==> src/sv/tcli_pkg.sv <==
// Shared constants, codes and types for the text coordinate line indexer.
`default_nettype none

package tcli_pkg;

   // Dimension table and counters
   localparam int MAX_DIMS = 16;
   localparam int IDX_W    = (MAX_DIMS > 1) ? $clog2(MAX_DIMS) : 1;
   localparam int CNT_W    = $clog2(MAX_DIMS + 2);

   // Data path widths
   localparam int WORD_W      = 64;
   localparam int CHAR_W      = 8;
   localparam int STATUS_W    = 3;
   localparam int MUL_DIGIT_W = 16;
   localparam int MUL_STEPS   = WORD_W / MUL_DIGIT_W;
   localparam int MUL_STEP_W  = (MUL_STEPS > 1) ? $clog2(MUL_STEPS) : 1;
   localparam int MUL_PP_W    = WORD_W + MUL_DIGIT_W;

   // Character codes
   localparam logic [CHAR_W-1:0] CHAR_TAB     = 8'd9;
   localparam logic [CHAR_W-1:0] CHAR_NEWLINE = 8'd10;
   localparam logic [CHAR_W-1:0] CHAR_CR      = 8'd13;
   localparam logic [CHAR_W-1:0] CHAR_SPACE   = 8'd32;
   localparam logic [CHAR_W-1:0] CHAR_ZERO    = 8'd48;
   localparam logic [CHAR_W-1:0] CHAR_NINE    = 8'd57;

   localparam logic [WORD_W-1:0] DECIMAL_BASE = 64'd10;

   // Result status codes
   typedef enum logic [STATUS_W-1:0] {
      STATUS_OK        = 3'd0,
      STATUS_MALFORMED = 3'd1,
      STATUS_TOO_MANY  = 3'd2,
      STATUS_END_VALID = 3'd3,
      STATUS_END_OTHER = 3'd4
   } status_type;

   // Request to the checked multiply-add unit: a * b + addend
   typedef struct packed {
      logic              start;
      logic [WORD_W-1:0] a;
      logic [WORD_W-1:0] b;
      logic [WORD_W-1:0] addend;
   } mul_req_type;

   // Status from the multiply-add unit
   typedef struct packed {
      logic done;
      logic overflow;
   } mul_status_type;

endpackage

`default_nettype wire

==> src/sv/tcli_mul.sv <==
// Checked 64-bit multiply-add unit, one 16-bit digit of b per cycle.
`default_nettype none

module tcli_mul
   import tcli_pkg::*;
(
   input  wire logic           clock,
   input  wire logic           reset,
   input  wire mul_req_type    mul_req,
   output logic [WORD_W-1:0]   mul_result,
   output mul_status_type      mul_status
);

   logic                  busy_ff;
   logic                  done_ff;
   logic [MUL_STEP_W-1:0] step_ff;
   logic [WORD_W-1:0]     a_ff;
   logic [WORD_W-1:0]     b_ff;
   logic [WORD_W-1:0]     c_ff;
   logic [WORD_W-1:0]     acc_ff;
   logic                  ovf_ff;

   logic                   last_step;
   logic [MUL_DIGIT_W-1:0] digit;
   logic [MUL_PP_W-1:0]    partial;
   logic [MUL_PP_W-1:0]    shifted;
   logic [MUL_PP_W-1:0]    addend_ext;
   logic [MUL_PP_W:0]      sum;
   logic                   step_ovf;

   // Horner step: acc = acc * 2^16 + a * digit, addend joins on the last step
   always_comb begin
      last_step  = (step_ff == MUL_STEP_W'(MUL_STEPS - 1));
      digit      = b_ff[WORD_W-1 -: MUL_DIGIT_W];
      partial    = MUL_PP_W'(a_ff) * MUL_PP_W'(digit);
      shifted    = {{MUL_DIGIT_W{1'b0}}, acc_ff[WORD_W-MUL_DIGIT_W-1:0],
                    {MUL_DIGIT_W{1'b0}}};
      addend_ext = last_step ? MUL_PP_W'(c_ff) : '0;
      sum        = {1'b0, shifted} + {1'b0, partial} + {1'b0, addend_ext};
      step_ovf   = (|acc_ff[WORD_W-1 -: MUL_DIGIT_W]) | (|sum[MUL_PP_W:WORD_W]);
   end

   // Sequence control
   always_ff @(posedge clock) begin
      if (reset) begin
         busy_ff <= 1'b0;
         done_ff <= 1'b0;
         step_ff <= '0;
      end else begin
         done_ff <= 1'b0;
         if (mul_req.start) begin
            busy_ff <= 1'b1;
            step_ff <= '0;
         end else if (busy_ff) begin
            step_ff <= step_ff + MUL_STEP_W'(1);
            if (last_step) begin
               busy_ff <= 1'b0;
               done_ff <= 1'b1;
            end
         end
      end
   end

   // Operands and accumulator
   always_ff @(posedge clock) begin
      if (mul_req.start) begin
         a_ff   <= mul_req.a;
         b_ff   <= mul_req.b;
         c_ff   <= mul_req.addend;
         acc_ff <= '0;
         ovf_ff <= 1'b0;
      end else if (busy_ff) begin
         acc_ff <= sum[WORD_W-1:0];
         ovf_ff <= ovf_ff | step_ovf;
         b_ff   <= b_ff << MUL_DIGIT_W;
      end
   end

   assign mul_result          = acc_ff;
   assign mul_status.done     = done_ff;
   assign mul_status.overflow = ovf_ff;

   // Checks
   a_start_idle: assert property (@(posedge clock) disable iff (reset)
      mul_req.start |-> !busy_ff)
      else $error("multiply started while busy");

   a_done_after_busy: assert property (@(posedge clock) disable iff (reset)
      done_ff |-> $past(busy_ff) && !busy_ff)
      else $error("done without a finished run");

   a_done_pulse: assert property (@(posedge clock) disable iff (reset)
      done_ff |=> !done_ff || $past(mul_req.start))
      else $error("done held longer than one cycle");

endmodule

`default_nettype wire

==> config.mk <==
export PLATFORM = sky130hd
export DESIGN_NAME = tcli_mul
export DESIGN_NICKNAME = d
export VERILOG_FILES = /design/src/sv/tcli_pkg.sv /design/src/sv/tcli_mul.sv
export SDC_FILE = /design/constraint.sdc
export NUM_CORES = 2
export LEC_CHECK = 0
export BUFFER_PORTS_ARGS = -buffer_cell sky130_fd_sc_hd__buf_2
export CAP_MARGIN = 40
export CORE_MARGIN = 1.5
export CORE_UTILIZATION = 60
export CTS_CLUSTER_SIZE = 28
export DETAILED_ROUTE_END_ITERATION = 10
export PLACE_DENSITY = 0.75
export SYNTH_ARGS = -nofsm -noshare
export SYNTH_HDL_FRONTEND = slang
export SYNTH_SLANG_ARGS = --single-unit
==> constraint.sdc <==
create_clock -name clock -period 7.8 [get_ports clock]
set_input_delay 0.39 -clock clock [delete_from_list [all_inputs] [get_ports clock]]
set_output_delay 0.39 -clock clock [all_outputs]
set_load 0.05 [all_outputs]
-- Yosys cells after proc, flatten, opt, wreduce, memory -nomap -nowiden
Index checks and enable logic that the tools add are counted.
- register bits after elaboration: 261
- word-level logic and storage cells: 28
- output and inout port bits: 66
- add/sub/neg operators: 3
- reductions and logical operators: 5
- mux-type cells: 7
- equality and inequality tests: 1
- bitwise logic cells: 3
- multiply operators: 1
- operator list (operator ; count):
    2-to-1 mux 64 bit ; 3
    adder 64 x 80 -> 81 bit ; 1
    adder 81 x 64 -> 81 bit ; 1
    multiplier 64 x 16 -> 80 bit ; 1
    OR reduction 17 bit ; 1
    OR reduction 16 bit ; 1
    2-to-1 mux 1 bit ; 4
    OR reduction 3 bit ; 1
    adder 2 x 1 -> 2 bit (second input constant) ; 1
    == test 2 bit (second input constant) ; 1
    bitwise OR 1 bit ; 2
    nonzero test 2 bit ; 1
    OR reduction 2 bit ; 1
    NOT 1 bit ; 1

-- Logic depth before layout (Yosys ltp)
- depth after elaboration: 6
- mapped depth: 27

-- Worst setup path before layout
OpenSTA, ideal clock, no wires.
- path type: reg-to-reg
- start point: register b_ff[49]
- end point: register ovf_ff
- arrival: 6.704 ns
- cell stages (with the launch flop): 27
- setup slack: 0.965 ns
- path through: edfxtp_1 -> clkbuf_1 -> clkbuf_1 -> nand2_1 -> fa_1 -> inv_1 -> fa_1 -> inv_1 -> fa_1 -> inv_1 -> fa_1 -> fa_1 -> inv_1 -> fa_1 -> inv_1 -> ha_1 -> nand2_2 -> nor2_4 -> nand4_4 -> or3_1 -> or4_4 -> a31oi_4 -> o211a_4 -> o21a_1 -> o2111ai_1 -> a2111oi_2 -> a31oi_1
- cells in the longest elaborated chain, start to end: 6
- RTL lines (what ; line ; RTL):
    start, declared ; tcli_mul.sv:18 ; logic [WORD_W-1:0] b_ff;
    start signal, assigned ; tcli_mul.sv:68 ; b_ff <= mul_req.b;
    start signal, assigned ; tcli_mul.sv:75 ; b_ff <= b_ff << MUL_DIGIT_W;
    multiplier 64 x 16 -> 80 bit ; tcli_mul.sv:35 ; partial = MUL_PP_W'(a_ff) * MUL_PP_W'(digit);
    adder 64 x 80 -> 81 bit ; tcli_mul.sv:39 ; sum = {1'b0, shifted} + {1'b0, partial} + {1'b0, addend_ext};
    adder 81 x 64 -> 81 bit ; tcli_mul.sv:39 ;
    OR reduction 17 bit ; tcli_mul.sv:40 ; step_ovf = (|acc_ff[WORD_W-1 -: MUL_DIGIT_W]) | (|sum[MUL_PP_W:WORD_W]);
    bitwise OR 1 bit ; tcli_mul.sv:40 ;
    bitwise OR 1 bit ; tcli_mul.sv:74 ; ovf_ff <= ovf_ff | step_ovf;
    end signal, assigned ; tcli_mul.sv:74 ;
    end, declared ; tcli_mul.sv:21 ; logic ovf_ff;
No other way between the ends.
A chain may end at the register's enable or synchronous reset.

-- Final worst setup path
- start point: register a_ff[39]
- end point: register ovf_ff
- cells in the longest elaborated chain, start to end: 6
- RTL lines (what ; line ; RTL):
    start, declared ; tcli_mul.sv:17 ; logic [WORD_W-1:0] a_ff;
    start signal, assigned ; tcli_mul.sv:67 ; a_ff <= mul_req.a;
    multiplier 64 x 16 -> 80 bit ; tcli_mul.sv:35 ;
    adder 64 x 80 -> 81 bit ; tcli_mul.sv:39 ;
    adder 81 x 64 -> 81 bit ; tcli_mul.sv:39 ;
    OR reduction 17 bit ; tcli_mul.sv:40 ;
    bitwise OR 1 bit ; tcli_mul.sv:40 ;
    bitwise OR 1 bit ; tcli_mul.sv:74 ;
No other way between the ends.

==> flow_metrics.py <==
metrics = {
    "layout": {
        "layout_commonest_cell": "inv_1",
        "drive_gt1_share_pct": 10.9,
        "seqCellArea_mm2": 0.00715,
        "nets": 6260,
        "fillCellCount": 5623,
        "multiInputGateArea_mm2": 0.0325,
        "syn_to_final_growth_pct": 11.8,
        "layout.cells.most_common_list": "1027 x inv_1, 979 x fa_1, 699 x nand2_1, 480 x and2_1, 259 x buf_2",
    },
    "synth": {
        "synthesis.nets": 5961,
        "synth_ff_type": "edfxtp_1",
        "synth_cell_types": 96,
        "synth_edf_count": 192,
        "ys_async_sr_fraction_pct": 0,
        "synth_warnings": 0,
        "ys_ff_latch": 261,
        "syn_area_per_cell_um2": 9.67,
        "ys_seq_area_share_pct": 16.0,
        "syn_inst": 4613,
        "synth_area_mm2": 0.0446,
    },
    "floorplanning": {
        "start_util_pct": 60.9,
        "chipWidth_um": 276,
        "pin_count": 261,
        "row_count": 99,
        "core_mm2": 0.0732,
        "fp.dieH_um": 276,
        "dieArea_mm2": 0.0760,
    },
    "critical_path": {
        "end_kind": "flop",
        "critical_path.max_stage_delay_ns": 0.82,
        "ff2ff_path_depth": 22,
        "cp_common_cell": "fa_1",
        "arrival_ns": 7.97,
        "path_max_fanout": 16,
        "path_cells": "nand2_1 > fa_1 > inv_1 > fa_1 > fa_1 > fa_1 > fa_1 > inv_1 > fa_1 > inv_1 > ha_1 > nand4_1 > o22ai_1 > nor4b_2 > o22ai_1 > a2111oi_1 > buf_4 > or2_2 > a311oi_1 > or3_2 > a2111oi_2 > a31oi_1",
        "critPathSlowestCell": "edfxtp_1",
        "crit_path_start_kind": "flop",
        "worst_ep_required_time_ns": 8.29,
        "critical_path_class": "flop to flop",
    },
    "detailed_routing": {
        "vias_per_cell": 5.66,
        "drt-pass1-iter-count": 7,
        "routed_wl_um": 130000,
        "wire_per_inst_um": 22.0,
        "via_count": 33390,
        "ant_nets": 0,
        "drc": 0,
        "drt_iter0_markers": 2822,
    },
    "grt": {
        "grt.total_usage_pct": 35.6,
        "grt_max_degree": 87,
        "grt_util_met3_pct": 8.82,
        "grt_use_met1_pct": 46.2,
        "busiest_layer": "met2",
        "grt_util_met2_pct": 57.5,
        "antenna_found_initial": 4,
        "overflow": 0,
        "grt_pass1_wl_um": 203000,
        "grt_pass1_vias": 36127,
    },
    "sta": {
        "setup_viol": 0,
        "worst_pin_slew_ns": 0.849,
        "tns_ns": 0,
        "fmax_mhz": 134,
        "finalHoldViolations": 0,
        "fin_crit_sh_pct": 95.8,
        "grt_setup_unrepaired": "no",
        "min_period_ns": 7.48,
        "fin_skew_ns": 0.0390,
        "slew_headroom_pct": 43.4,
        "timing.final.max_slew_violations": 0,
    },
    "placed_design": {
        "hpwl_um": 99500,
        "io_buffers": 260,
        "gp_congestion": 0.948,
    },
    "hold_path": {
        "min_delay_path_depth": 1,
        "hp-class": "primary input to flop",
    },
    "clocking": {
        "cts_max_level": 2,
        "cts_max_path_buffers": 3,
        "cts_root_buf": "clkbuf_16",
        "clk_pin_slew_ns": 0.06,
        "cts_sinks": 261,
        "cts_tree": "done",
        "cts_buffers": 36,
        "clk_latency_ns": 0.62,
    },
    "outcome": {
        "status": "finished, final reports clean",
    },
    "job": {
        "drv_cap": 0,
    },
}
-- critical path, delay by kind of cell (launching register included) --
family	cells	cell delay [ns]
AND/OR/NAND/NOR	5	1.28
flip-flops	1	0.82
AO/OA/AOI/OAI	6	1.40
adder cells (fa/ha/maj)	7	3.46
buffers and inverters	4	0.37
-- synthesized netlist by cell type, drive strengths merged, types with 7 or more instances --
cell type	number	area share [%]
dfxtp	69	3.1
a211oi	10	0.17
xnor2	39	0.77
ha	174	4.9
edfxtp	192	13
xor2	21	0.41
nand2	700	5.9
nor4	8	0.11
o21a	12	0.20
nor3	20	0.22
o21bai	17	0.29
o211ai	7	0.12
a21oi	109	1.2
a31oi	12	0.20
nand4	35	0.52
nand3	21	0.24
or3	13	0.19
fa	979	44
nor2	125	1.1
mux2i	46	1.0
or2	7	0.10
a21o	39	0.66
and3	8	0.12
and2	485	6.8
inv	1027	8.6
clkbuf	234	2.1
buf	14	0.20
o21ai	53	0.61
mux2	48	1.2
-- final timing paths --
path	end	startpoint	slack, ns
setup / recovery	ovf_ff	a_ff[39]	0.32
hold / removal	a_ff[29]	mul_req[157]	0.02
setup reg to reg	ovf_ff	a_ff[39]	0.32
hold reg to reg	mul_result[63]	mul_result[63]	0.51
-- stage by stage --
stage          hold WS (ns)  util (%)  cell area, µm²  std cells  worst slack [ns]
4_1_cts             0.00931      67.5           49400       5862             0.194
3_5_place_dp          0.489      64.1           46900       5669             0.186
6_report             0.0230      68.1           49900       5902             0.325
2_1_floorplan         0.462         -           44600       4613             0.965
3_3_place_gp          0.487      64.1           46900       5668             0.215
5_1_grt              0.0137      68.1           49900       5901            0.0125
-- layer usage --
metal / vias to the layer above / wire length [µm]
met3: 345 / 13700
met2: 1711 / 61200
met5: - / 13
li1: 14334 / -
met4: 2 / 5730
met1: 16998 / 49100
-- sequential cells by signal, summed over array words and instances, names as in the netlist --
signal,cells
done_ff,1
a_ff,64
busy_ff,1
ovf_ff,1
step_ff,2
c_ff,64
b_ff,64
mul_result,64
-- logic make-up after synthesis --
| group | share of synthesized area (%) |
|---|---|
| adder cells (fa/ha/maj) | 48.8 |
| multiplexers | 2.24 |
| XOR/XNOR | 1.18 |
| AND/OR/NAND/NOR | 15.7 |
| buffers and inverters | 11.2 |
| flip-flops | 16.0 |
| AO/OA/AOI/OAI | 4.86 |
-- area by class of cell --
class | count | area share, %
multi-input cells | 3071 | 65.1
flip-flops and latches | 261 | 14.3
repair buffers | 514 | 7.86
inverters | 1028 | 7.74
well taps | 959 | 2.41
clock buffers | 48 | 1.96
clock inverters | 18 | 0.530
diodes | 3 | 0.0151
-- what timing repair did --
action | in CTS | in global routing
hold buffers | 127 | 0
buffers inserted | 0 | 36
endpoints found under the hold margin | 127 | 0
setup endpoints to repair | 0 | 1
resized for setup | 0 | 5
Power is not shown: default switching activity piles up to over one toggle a cycle in this logic, so the estimate is an artifact.
